$ cat config.mk
export PLATFORM = sky130hd
export DESIGN_NAME = fthm_report
export DESIGN_NICKNAME = d
export VERILOG_FILES = /design/src/hdl/fthm_pkg.sv /design/src/hdl/fthm_report.sv
export SDC_FILE = /design/constraint.sdc
export NUM_CORES = 1
export LEC_CHECK = 0
export BUFFER_PORTS_ARGS = -buffer_cell sky130_fd_sc_hd__buf_4
export CAP_MARGIN = 10
export CORE_AREA = 4 4 166 168
export DETAILED_ROUTE_END_ITERATION = 12
export DIE_AREA = 0 0 170 172
export SYNTH_ARGS = -nofsm -noshare
export SYNTH_HDL_FRONTEND = slang
export SYNTH_SLANG_ARGS = --single-unit
export TNS_END_PERCENT = 50
$ cat constraint.sdc
create_clock -name vclk -period 2.95
set_clock_uncertainty 0.15 [all_clocks]
set_input_delay 0.1475 -clock vclk [all_inputs]
set_output_delay 0.1475 -clock vclk [all_outputs]
set_load 0.005 [all_outputs]
$ cat src/hdl/fthm_pkg.sv
package fthm_pkg;

  localparam int unsigned TsW      = 40;
  localparam int unsigned NomW     = 20;
  localparam int unsigned CntW     = 32;
  localparam int unsigned PavgW    = 56;
  localparam int unsigned OavgW    = 58;
  localparam int unsigned DivInW   = 56;
  localparam int unsigned DivOutW  = 54;

  localparam logic [NomW-1:0] NOM_RESET = 20'd33333;

  // event codes
  localparam logic [1:0] OP_FRAME    = 2'd0;
  localparam logic [1:0] OP_TIMEOUT  = 2'd1;
  localparam logic [1:0] OP_UNPAIRED = 2'd2;

  typedef struct packed {
    logic [1:0]     opcode;
    logic [TsW-1:0] depth_ts_us;
    logic [TsW-1:0] color_ts_us;
    logic           dev_attached;
  } evt_t;

  typedef struct packed {
    logic [CntW-1:0]        frame_count;
    logic [CntW-1:0]        dropout_count;
    logic [CntW-1:0]        unpaired_count;
    logic [CntW-1:0]        period_avg_q4;
    logic [CntW-1:0]        max_gap_us;
    logic signed [CntW-1:0] offset_avg_q4;
    logic                   present_flag;
  } stat_t;

  // health figures held between events
  typedef struct packed {
    logic [CntW-1:0]         frames_seen;
    logic [CntW-1:0]         dropouts_seen;
    logic [CntW-1:0]         unpaired_seen;
    logic [PavgW-1:0]        period_avg;
    logic [CntW-1:0]         max_gap;
    logic signed [OavgW-1:0] offset_avg;
    logic                    present_reg;
  } health_t;

endpackage

$ cat src/hdl/fthm_report.sv
module fthm_report (
  input  fthm_pkg::health_t health,
  output fthm_pkg::stat_t   report
);

  logic [57:0] off_adj;
  logic [45:0] off_q4;
  logic        off_fits;

  // divide by 4096 toward zero: bias negatives before the shift
  assign off_adj  = health.offset_avg + (health.offset_avg[57] ? 58'd4095 : 58'd0);
  assign off_q4   = off_adj[57:12];
  assign off_fits = (off_q4[45:31] == '0) || (off_q4[45:31] == '1);

  always_comb begin
    report.frame_count    = health.frames_seen;
    report.dropout_count  = health.dropouts_seen;
    report.unpaired_count = health.unpaired_seen;
    report.period_avg_q4  = (health.period_avg[55:44] != 12'd0) ? 32'hFFFF_FFFF
                                                                : health.period_avg[43:12];
    report.max_gap_us     = health.max_gap;
    if (off_fits) begin
      report.offset_avg_q4 = off_q4[31:0];
    end else if (off_q4[45]) begin
      report.offset_avg_q4 = 32'h8000_0000;
    end else begin
      report.offset_avg_q4 = 32'h7FFF_FFFF;
    end
    report.present_flag   = health.present_reg;
  end

endmodule

==> impl.org, run 1 <==
** Outcome
- The run finished, with violations left.
- The checks that failed: setup timing.

** Timing
- Final-report max-slew violation count :: 0
- Post-route clock period utilization :: 112%
- Worst hold margin :: 0.145 ns
- Final critical-path setup slack :: -0.346 ns
- Worst slew pin tran :: 0.427 ns
- Highest attainable clock frequency :: 303 MHz
- Final setup violation count :: 31
- The smallest clock period supported by the final layout is computed as 3.30 ns.
- The final-report hold violation count was 0.
- Setup repair after global routing could not meet its margin everywhere.
- Normalized max-slew margin :: 71.3%

** GRT
- Global route overflow :: 0
- Number of global-route vias before repair :: 3,069
- Entering global routing, the biggest net connects 33 pins.
- Global-route usage over all layers :: 8.10%
- Wire length of the first global-routing pass :: 18.1 mm
- Initial antenna violation count :: 0

** Synthesis
- Net Count, Synth :: 628
- Number of distinct standard cells referenced by the synthesized netlist :: 41
- Total of warnings raised by yosys :: 0
- Syn_area_per_cell :: 7.21 µm²
- The share of the Yosys chip area taken by registers is 0%.
- Post-synthesis instance area :: 0.00270 mm²
- After technology mapping, the gate count stands at 374.

** Power
- Sw frac :: 41.7%
- Cell Pwr Density :: 110 mW/mm²
- Registers are responsible for 0% of the overall power.
- Design Power :: 496 µW
- The analysis attributes to net switching a power of 207 µW.
- Proportion of power drawn by the clock network :: 0%
- Internal power summed over all cells :: 289 µW
- Per report_power, the combinational group accounts for 100.0% of the total.
- Max rail drop VDD :: 0.0514 mV
- Leakage power :: 0.00182 µW

** Layout
- Top library cells by usage in the layout, fill and taps aside :: sky130_fd_sc_hd__buf_4 (212), sky130_fd_sc_hd__or2_2 (36), sky130_fd_sc_hd__a21oi_2 (22)
- Core occupancy in the finished layout :: 17.4%
- Filler cells :: 2,910
- Antenna Cells :: 0
- The area growth from synthesis to layout is 66.8%.
- The final layout contains a sequential cell count of 0.
- After the last flow step, the layout net total stands at 734.
- Once layout is complete, the cells apart from fillers number 813.
- Most frequent standard cell in the layout excluding fill and tap cells :: sky130_fd_sc_hd__buf_4
- Clock buffers in the final layout number 0.
- Summing all flip-flop and latch instances after layout gives 0 µm².
- In the final layout, the share of cells above drive strength 1 is 73.0%.

** Drt
- Average wire per standard cell :: 16.8 µm
- The count of nets left with antenna violations once routing finished came out at 0.
- The detailed router placed 2,924 vias in this run.
- For this run, the detailed router's first-pass iteration total came to 4.
- After detailed routing, the total wire length is 13.7 mm.
- Post-detailed-route DRC marker count :: 0
- Iteration-0 DRC Markers :: 60
- After detailed routing, the number of vias per cell comes to 3.60.

** Setup path
- Startpoint kind of the worst setup timing path :: input port
- Worst Path Arrival :: 3.00 ns
- Critical path fanouts, max :: 6
- The critical path is of the in -> out type.
- Data required time of the critical path :: 2.65 ns
- Element type at the critical path end :: primary output

** Placement
- Routability-driven placement finished with a final weighted congestion of 0.779.
- Before CTS, the worst setup slack after placement is -0.667 ns.
- Placed Cells incl. Taps :: 796
- # port buffers :: 166
- Post-detail-place hpwl :: 11.4 mm

** Floorplanning
- The die is 170 µm wide.
- Height of the chip :: 172 µm
- The floorplan has 59 rows.
- Core area :: 0.0259 mm²
- The initial utilization of the core area, before any placement, comes to 10.4%.
- The die covers 0.0292 mm².
- 436 I/O pins were placed.

** Job
- Max-cap violations in this run came to 0.

** Min path
- The tightest min-delay check is of the in -> out type.
==> Yosys cell counts, drive strengths merged <==
library cell	instances	share of area, %
inv	5	0.70
buf	136	38
o211ai	1	0.79
a2111oi	1	0.32
or3	4	0.93
nand4	7	2.1
nand3	15	2.8
nor2	14	1.9
nand2	21	2.9
xnor2	13	4.2
o221ai	2	0.88
o311ai	1	0.32
o21a	1	0.28
nor3	8	2.0
o22ai	2	0.46
and3	8	1.9
or2	36	8.4
a311oi	4	1.5
o221a	1	0.74
o21ai	12	2.2
or4	1	0.28
and4	5	1.6
a21oi	38	11
a211oi	1	0.28
o31ai	1	0.28
a21boi	1	0.28
xor2	12	3.9
nor4	5	1.4
ha	11	5.1
o41ai	1	1.0
clkbuf	3	0.42
a21o	2	0.56
a31o	1	0.32
==> cells by family (layout without fill, tap and decap cells) <==
group	Yosys count	count (layout)	share of synthesized area, %
compound gates	70	70	21.5
simple gates	124	124	26.2
buf+inv	144	248	39.0
xor+xnor	25	25	8.12
fa+ha+maj	11	11	5.10
==> final timing paths <==
kind,end,slack (ns),start,cells after the start
worst min-delay path,report[107],0.15,health[157],0
worst max-delay path,report[18],-0.35,health[58],16
==> worst max-delay path, cell delays in order <==
cell,delay [ns]
sky130_fd_sc_hd__buf_12,0.12
sky130_fd_sc_hd__ha_4,0.27
sky130_fd_sc_hd__nand3_4,0.08
sky130_fd_sc_hd__nor3_4,0.19
sky130_fd_sc_hd__o221a_4,0.23
sky130_fd_sc_hd__o211ai_4,0.11
sky130_fd_sc_hd__buf_6,0.15
sky130_fd_sc_hd__or4_4,0.55
sky130_fd_sc_hd__o21ai_2,0.10
sky130_fd_sc_hd__a21oi_2,0.06
sky130_fd_sc_hd__o41ai_4,0.31
sky130_fd_sc_hd__buf_6,0.17
sky130_fd_sc_hd__buf_12,0.14
sky130_fd_sc_hd__clkbuf_16,0.16
sky130_fd_sc_hd__a21oi_2,0.05
sky130_fd_sc_hd__buf_4,0.13
==> power groups by stage <==
stage | sequential, µW | clock (µW) | combinational [µW]
6_report | 0 | 0 | 496
5_1_grt | 0 | 0 | 536
4_1_cts | 0 | 0 | 458
3_5_place_dp | 0 | 0 | 390
3_3_place_gp | 0 | 0 | 386
2_1_floorplan | 0 | 0 | 269
==> through the flow <==
step / setup TNS [ns] / instance area, µm²
6_report: -9.56 / 4500
5_1_grt: -13.84 / 4500
4_1_cts: -10.29 / 4230
3_5_place_dp: -17.92 / 3850
3_3_place_gp: -14.63 / 3850
2_1_floorplan: 0 / 2700
==> layout make-up <==
type / count / area, µm² / share of cell area, %
inverters: 5 / 18.8 / 0.417
multi-input cells: 230 / 1990 / 44.3
well taps: 335 / 419 / 9.32
repair buffers: 243 / 2070 / 46.0
==> timing repair <==
item | in CTS | in global routing
hold buffers | 0 | 0
cloned | 3 | 1
setup buffers | 12 | 2
gates resized for setup | 43 | 38
pin swaps | 15 | 21
endpoints found under the setup margin | 31 | 31
==> routing by layer <==
layer,vias to the layer above,wire length [µm],global-route usage [%]
li1,1369,-,-
met1,1313,4410,8.01
met2,174,6970,15.1
met3,68,1610,3.20
met4,0,654,3.40
met5,-,0,0
(Power assumes the default switching activity.)
==> run 2: changes to the inputs <==
Settings changed: MAX_ROUTING_LAYER set to met4.
==> impl.org, run 2 (synthesis results as in run 1) <==
** GRT
- Wire length of the first global-routing pass :: 18.1 mm (+0.15%)
- Initial antenna violation count :: 0 (unchanged)
- Global route overflow :: 0 (unchanged)
- The largest net degree at the start of global routing is 33 (unchanged).
- The via count of the first global-routing pass is 3,061 (-0.26%).
- Global-route usage over all layers :: 8.33% (+0.24 points)

** Setup path
- Element type at the critical path end :: primary output
- The critical path is of the in -> out type.
- Data required time of the critical path :: 2.65 ns (about the same)
- Critical path fanouts, max :: 6 (unchanged)
- The arrival time at the worst endpoint was 3.01 ns (about the same).
- Startpoint kind of the worst setup timing path :: input port

** Layout
- Layout cells sized above 1 :: 73.0% (unchanged)
- Filler cells :: 2,910 (unchanged)
- Flip-flop and latch count :: 0 (unchanged)
- The final layout net count is 734 (unchanged).
- The post-route core utilization is 17.4% (unchanged).
- Antenna Cells :: 0 (unchanged)
- Finished Cell Area :: 0.00450 mm² (unchanged)
- Register Area :: 0 µm² (unchanged)
- Most frequent standard cell in the layout excluding fill and tap cells :: sky130_fd_sc_hd__buf_4
- In the layout the commonest cells are sky130_fd_sc_hd__buf_4 (212), sky130_fd_sc_hd__or2_2 (36), sky130_fd_sc_hd__a21oi_2 (22).
- The area growth from synthesis to layout came to 66.8% (unchanged).
- Layout clock buffer count :: 0 (unchanged)
- Multi-input logic area :: 0.00199 mm² (unchanged)

** Drt
- The starting DRC count in detailed routing came to 52 (-13%).
- Post-detailed-route DRC marker count :: 0 (unchanged)
- Average wire per standard cell :: 16.8 µm (about the same)
- Residual antenna-violating net count after detailed routing :: 0 (unchanged)
- The total wire length after detailed routing came to 13.7 mm (about the same).
- The number of iterations in the first detailed-routing pass was 4 (unchanged).
- The average vias per placed instance was 3.61 (+0.27%).
- The detailed-route via count came to 2,932 (+0.27%).

** Timing
- The worst hold slack was 0.145 ns (unchanged).
- Worst slew pin tran :: 0.433 ns (+0.00646 ns)
- The total count of max-transition violations in the final report is 0 (unchanged).
- Highest attainable clock frequency :: 302 MHz (-0.32%)
- Final critical-path setup slack :: -0.357 ns (-0.0105 ns)
- Setup repair after global routing could not meet its margin everywhere.
- Final period demand of the worst path :: 3.31 ns (+0.0105 ns)
- Total negative setup slack :: -9.84 ns (-0.281 ns)
- Final hold violations :: 0 (unchanged)
- Normalized max-slew margin :: 70.9% (-0.43 points)
- The setup-violating endpoint count in the final report was 31 (unchanged).
- Post-route clock period utilization :: 112% (+0.36 points)

** Power
- Cell Pwr Density :: 110 mW/mm² (about the same)
- Leakage power :: 0.00182 µW (unchanged)
- Max rail drop VDD :: 0.0513 mV (-0.34%)

** Job
- The reported max-cap violation count is 0 (unchanged).

** Placement
- The HPWL after detailed placement was 11.4 mm (unchanged).
- # port buffers :: 166 (unchanged)
- Routability-driven placement congestion ratio :: 0.790 (+1.4%)
- The total placed instance area is 0.00385 mm² (unchanged).

** Min path
- The count of cells along the worst hold path came to 0 (unchanged).
- Hold WC Path Type :: in -> out
- The path with the worst hold slack has its endpoint at report[107].
- Hold wc startpoint :: health[157]

** Floorplanning
- The area inside the core boundary was 0.0259 mm² (unchanged).
- Std cell rows :: 59 (unchanged)
- Total die area :: 0.0292 mm² (unchanged)
- Initial Utilization :: 10.4% (unchanged)
- Die outline width :: 170 µm (unchanged)
- The vertical die dimension is 172 µm (unchanged).
- The I/O pin count was 436 (unchanged).

** Outcome
- Run status :: finished, violations left
- The final reports fail on setup timing.

** CTS
- The number of buffers inserted by hold repair at cts was 0 (unchanged).
==> run 2: cell counts in the layout (fill, tap and decap cells not counted) <==
No cell type changed its count.
==> run 2: metrics by stage <==
step                      total power [µW]  setup WS, ns  std cells
after floorplan                        269         0.101        374
after global placement                 386        -0.577        796
after detailed placement               390        -0.667        796
after CTS                              458        -0.361        810
after global routing                   536        -0.488        813
final                                  496        -0.357        813
==> run 2: what timing repair did <==
action,4_1_cts,5_1_grt
endpoints found under the hold margin,0,0
pin swaps,15,21
resized for setup,43,38
endpoints found under the setup margin,31,31
cloned,3,1
buffers inserted,12,2
==> run 2: cell type report <==
cell class | instances | area share [%]
Multi-Input combinational cell | 230 | 44.3
Tap cell | 335 | 9.32
Timing Repair Buffer | 243 | 46.0
Inverter | 5 | 0.417
==> run 2: worst max-delay path, stage by stage <==
cell,delay [ns]
sky130_fd_sc_hd__buf_12,0.12
sky130_fd_sc_hd__ha_4,0.27
sky130_fd_sc_hd__nand3_4,0.08
sky130_fd_sc_hd__nor3_4,0.19
sky130_fd_sc_hd__o221a_4,0.23
sky130_fd_sc_hd__o211ai_4,0.11
sky130_fd_sc_hd__buf_6,0.15
sky130_fd_sc_hd__or4_4,0.55
sky130_fd_sc_hd__o21ai_2,0.10
sky130_fd_sc_hd__a21oi_2,0.06
sky130_fd_sc_hd__o41ai_4,0.31
sky130_fd_sc_hd__buf_6,0.18
sky130_fd_sc_hd__buf_12,0.14
sky130_fd_sc_hd__clkbuf_16,0.16
sky130_fd_sc_hd__a21oi_2,0.05
sky130_fd_sc_hd__buf_4,0.13
==> run 2: worst max-delay path by stage <==
stage	slack, ns	depth (start not counted)	start	to
global route	-0.49	14	health[37]	report[18]
finish	-0.36	16	health[58]	report[18]
global placement	-0.58	14	health[58]	report[1]
floorplan	0.10	11	health[5]	report[10]
CTS	-0.36	16	health[58]	report[17]
detailed placement	-0.67	15	health[58]	report[29]
==> run 2: per-layer routing <==
layer	GRT usage (%)	wire length, µm	up-vias
li1	-	-	1370
met3	3.13	1590	72
met4	3.40	647	0
met2	15.1	6970	173
met5	-	0	-
met1	8.04	4450	1317
==> run 2: where the power goes <==
group | switching [µW] | leakage (µW) | total (µW) | internal [µW]
clock network | 0 | 0 | 0 | 0
registers | 0 | 0 | 0 | 0
logic | 207 | 0.00182 | 496 | 289
==> run 3: changes to the inputs <==
Settings changed: ABC_AREA set to 1, CORE_AREA 4 4 166 168 to 4 4 167 169, DIE_AREA 0 0 170 172 to 0 0 171 173, PLACE_DENSITY_LB_ADDON set to 0.05.
==> impl.org, run 3 <==
** Setup path
- Critical path fanouts, max :: 8 (+2)
- The delay of the slowest critical-path stage came to 0.24 ns (-0.31 ns).
- STA classifies the critical path endpoint as a primary output.
- The data required time at the worst endpoint was 2.65 ns (about the same).
- The critical path is of the in -> out type.
- Startpoint kind of the worst setup timing path :: input port
- Cells along the critical path :: buf_16 > buf_6 > ha_4 > nand2_1 > nand2_1 > inv_1 > nand2_2 > nand2_1 > nand2_2 > nand2_2 > nand2_4 > buf_12 > nand2_1 > nand2_1 > buf_4 > nand2_1 > nand3_2 > nor2_4 > nand2_8 > nand3_4 > nand2_2 > buf_4
- Crit path from :: health[58]
- Critical-path top delay cell :: sky130_fd_sc_hd__nand3_4
- The most numerous cell type found on the critical path is sky130_fd_sc_hd__nand2_1.
- The critical path ends at report[28].
- The arrival time at the worst endpoint came to 2.46 ns (-0.55 ns).

** Placement
- Setup slack at placement :: -0.238 ns (+0.428 ns)
- # port buffers :: 166 (unchanged)
- Routability-driven placement congestion ratio :: 0.781 (-1.2%)
- The total placed instance area is 0.00490 mm² (+27%).
- Post-detail-place hpwl :: 18.1 mm (+59%)

** CTS
- CTS hold repair buffers :: 0 (unchanged)

** Floorplanning
- The overall die width was 171 µm (+0.59%).
- The vertical die dimension is 173 µm (+0.58%).
- Num ports :: 436 (unchanged)
- Total die area :: 0.0296 mm² (+1.2%)
- The area inside the core boundary was 0.0266 mm² (+2.6%).
- The number of cell rows was 60 (+1.7%).
- The effective utilization at floorplan is 15.0% (+4.6 points).

** GRT
- Global-route usage over all layers :: 13.7% (+5.3 points)
- The first-pass GRT wire length came to 30.5 mm (+69%).
- Initial antenna violation count :: 0 (unchanged)
- Global route overflow :: 0 (unchanged)
- The via count of the first global-routing pass was 4,845 (+58%).
- The largest net degree at the start of global routing was 33 (unchanged).

** Layout
- The area of the multi-input gates is 0.00300 mm² (+51%).
- NumNets Final :: 1,126 (+53%)
- The register area came to 0 µm² (unchanged).
- Layout clock buffer count :: 0 (unchanged)
- Finished Cell Area :: 0.00555 mm² (+23%)
- Layout cells sized above 1 :: 38.5% (-35 points)
- Top library cells by usage in the layout, fill and taps aside :: sky130_fd_sc_hd__nand2_1 (244), sky130_fd_sc_hd__buf_4 (210), sky130_fd_sc_hd__inv_1 (111)
- Post-synthesis to final-layout area growth :: 38.9%
- Antenna Cells :: 0 (unchanged)
- Flip-flop and latch count :: 0 (unchanged)
- The post-route core utilization is 20.9% (+3.5 points).
- Filler cells :: 3,239 (+11%)
- Most frequent standard cell in the layout excluding fill and tap cells :: sky130_fd_sc_hd__nand2_1

** Drt
- Routed wire length :: 21.3 mm (+56%)
- The number of iterations in the first detailed-routing pass is 4 (unchanged).
- Average wire per standard cell :: 17.6 µm (+4.9%)
- Post-detailed-route DRC marker count :: 0 (unchanged)
- The detailed-route via count came to 4,711 (+61%).
- The antenna violation net count after detailed routing was 0 (unchanged).
- Vias per cell :: 3.89 (+7.9%)
- Iteration-0 DRC Markers :: 132 (+150%)

** Power
- Switching component of the power :: 294 µW (+42%)
- Comb pwr share :: 100.0% (about the same)
- The cell area power density was 101 mW/mm² (-8.2%).
- The reported leakage power came to 0.00281 µW (+54%).
- Proportion of power drawn by the clock network :: 0% (unchanged)
- Sw frac :: 52.3% (+11 points)
- Power share of the sequential group :: 0% (unchanged)
- The internal power is 268 µW (-7.5%).
- Max rail drop VDD :: 0.0232 mV (-55%)

** Synthesis
- Number of distinct standard cells referenced by the synthesized netlist :: 31 (-24%)
- The sequential share of the synthesized area was 0% (unchanged).
- Cell with the most instances after synthesis :: sky130_fd_sc_hd__nand2_1
- Of all cell types, the one taking the most synthesized area is sky130_fd_sc_hd__nand2_1.
- Instance count of the mapped netlist :: 790 (+110%)
- Most instantiated cells after synthesis :: sky130_fd_sc_hd__nand2_1 (291), sky130_fd_sc_hd__buf_4 (130), sky130_fd_sc_hd__inv_1 (114), sky130_fd_sc_hd__nor2_1 (82), sky130_fd_sc_hd__nand3_1 (46)
- Post-synthesis instance area :: 0.00399 mm² (+48%)
- The synthesized net count is 1,044 (+66%).
- Area fraction of the dominant cell type after synthesis :: 27.4% (-8.5 points)
- The average cell area after synthesis was 5.05 µm² (-30%).
- Biggest area contributors in the synthesized netlist :: sky130_fd_sc_hd__nand2_1 (27%), sky130_fd_sc_hd__buf_4 (24%), sky130_fd_sc_hd__inv_1 (11%)
- The warning count from the yosys run is 0 (unchanged).

** Timing
- Final setup violation count :: 0 (-100%)
- The highest clock rate was 363 MHz (+20%).
- Final critical-path setup slack :: 0.196 ns (+0.553 ns)
- Final hold violations :: 0 (unchanged)
- Final-report max-slew violation count :: 0 (unchanged)
- The worst hold slack is 0.145 ns (unchanged).
- Final period demand of the worst path :: 2.75 ns (-0.553 ns)
- The post-route fraction of the period consumed by the critical path was 93.4% (-19 points).
- The slew at the pin with the worst max-slew slack was 0.381 ns (-0.0517 ns).
- The worst-case headroom to the max-slew limit was 74.6% (+3.7 points).

** Job
- The reported max-cap violation count is 0 (unchanged).

** Outcome
- Run status :: complete, no violations

** Min path
- In this run the worst hold path is classified as in -> out.
run 3: cells by family after synthesis:
kind of cell    synth area share (%)
fa+ha+maj                       3.45
simple gates                    52.7
xor+xnor                        2.85
compound gates                  2.70
buf+inv                         38.3
run 3: worst min path at each step:
stage / cells past startpoint / startpoint / slack [ns] / endpoint
2_1_floorplan: 2 / health[103] / 0.22 / report[65]
3_3_place_gp: 0 / health[0] / 0.15 / report[0]
3_5_place_dp: 0 / health[0] / 0.15 / report[0]
4_1_cts: 0 / health[0] / 0.15 / report[0]
5_1_grt: 0 / health[152] / 0.15 / report[102]
6_report: 0 / health[152] / 0.15 / report[102]
run 3: final cells by class:
| class | instances | share of cell area, % |
|---|---|---|
| Tap cell | 341 | 7.69 |
| Multi-Input combinational cell | 536 | 54.1 |
| Inverter | 119 | 8.06 |
| Timing Repair Buffer | 215 | 30.1 |
run 3: critical path, delay by kind of cell:
family / cells / cell delay, ns
adder cells (fa/ha/maj): 1 / 0.15
buffers and inverters: 6 / 0.73
AND/OR/NAND/NOR: 15 / 1.40
run 3: power groups by stage:
stage	Combinational (µW)	Clock [µW]	Sequential (µW)
2_1_floorplan	344	0	0
4_1_cts	516	0	0
3_3_place_gp	481	0	0
6_report	561	0	0
3_5_place_dp	480	0	0
5_1_grt	630	0	0
run 3: routing by layer:
layer	GRT usage, %	wire length (µm)
met3	2.22	1280
met1	15.2	8120
met4	1.39	246
met5	-	0
met2	26.2	11700
run 3: repair_timing:
action / in CTS / in global routing
endpoints found under the hold margin: 0 / 0
gates cloned: 5 / 2
setup endpoints to repair: 31 / 31
pin swaps: 17 / 41
setup buffers: 3 / 5
gates resized for setup: 41 / 73
run 3: stage by stage:
| stage | total power, µW | TNS, ns | std cells |
|---|---|---|---|
| final | 561 | 0 | 1211 |
| after global routing | 630 | -0.108 | 1211 |
| after CTS | 516 | 0 | 1204 |
| after detailed placement | 480 | -6.65 | 1196 |
| after global placement | 481 | -7.26 | 1196 |
| after floorplan | 344 | 0 | 790 |
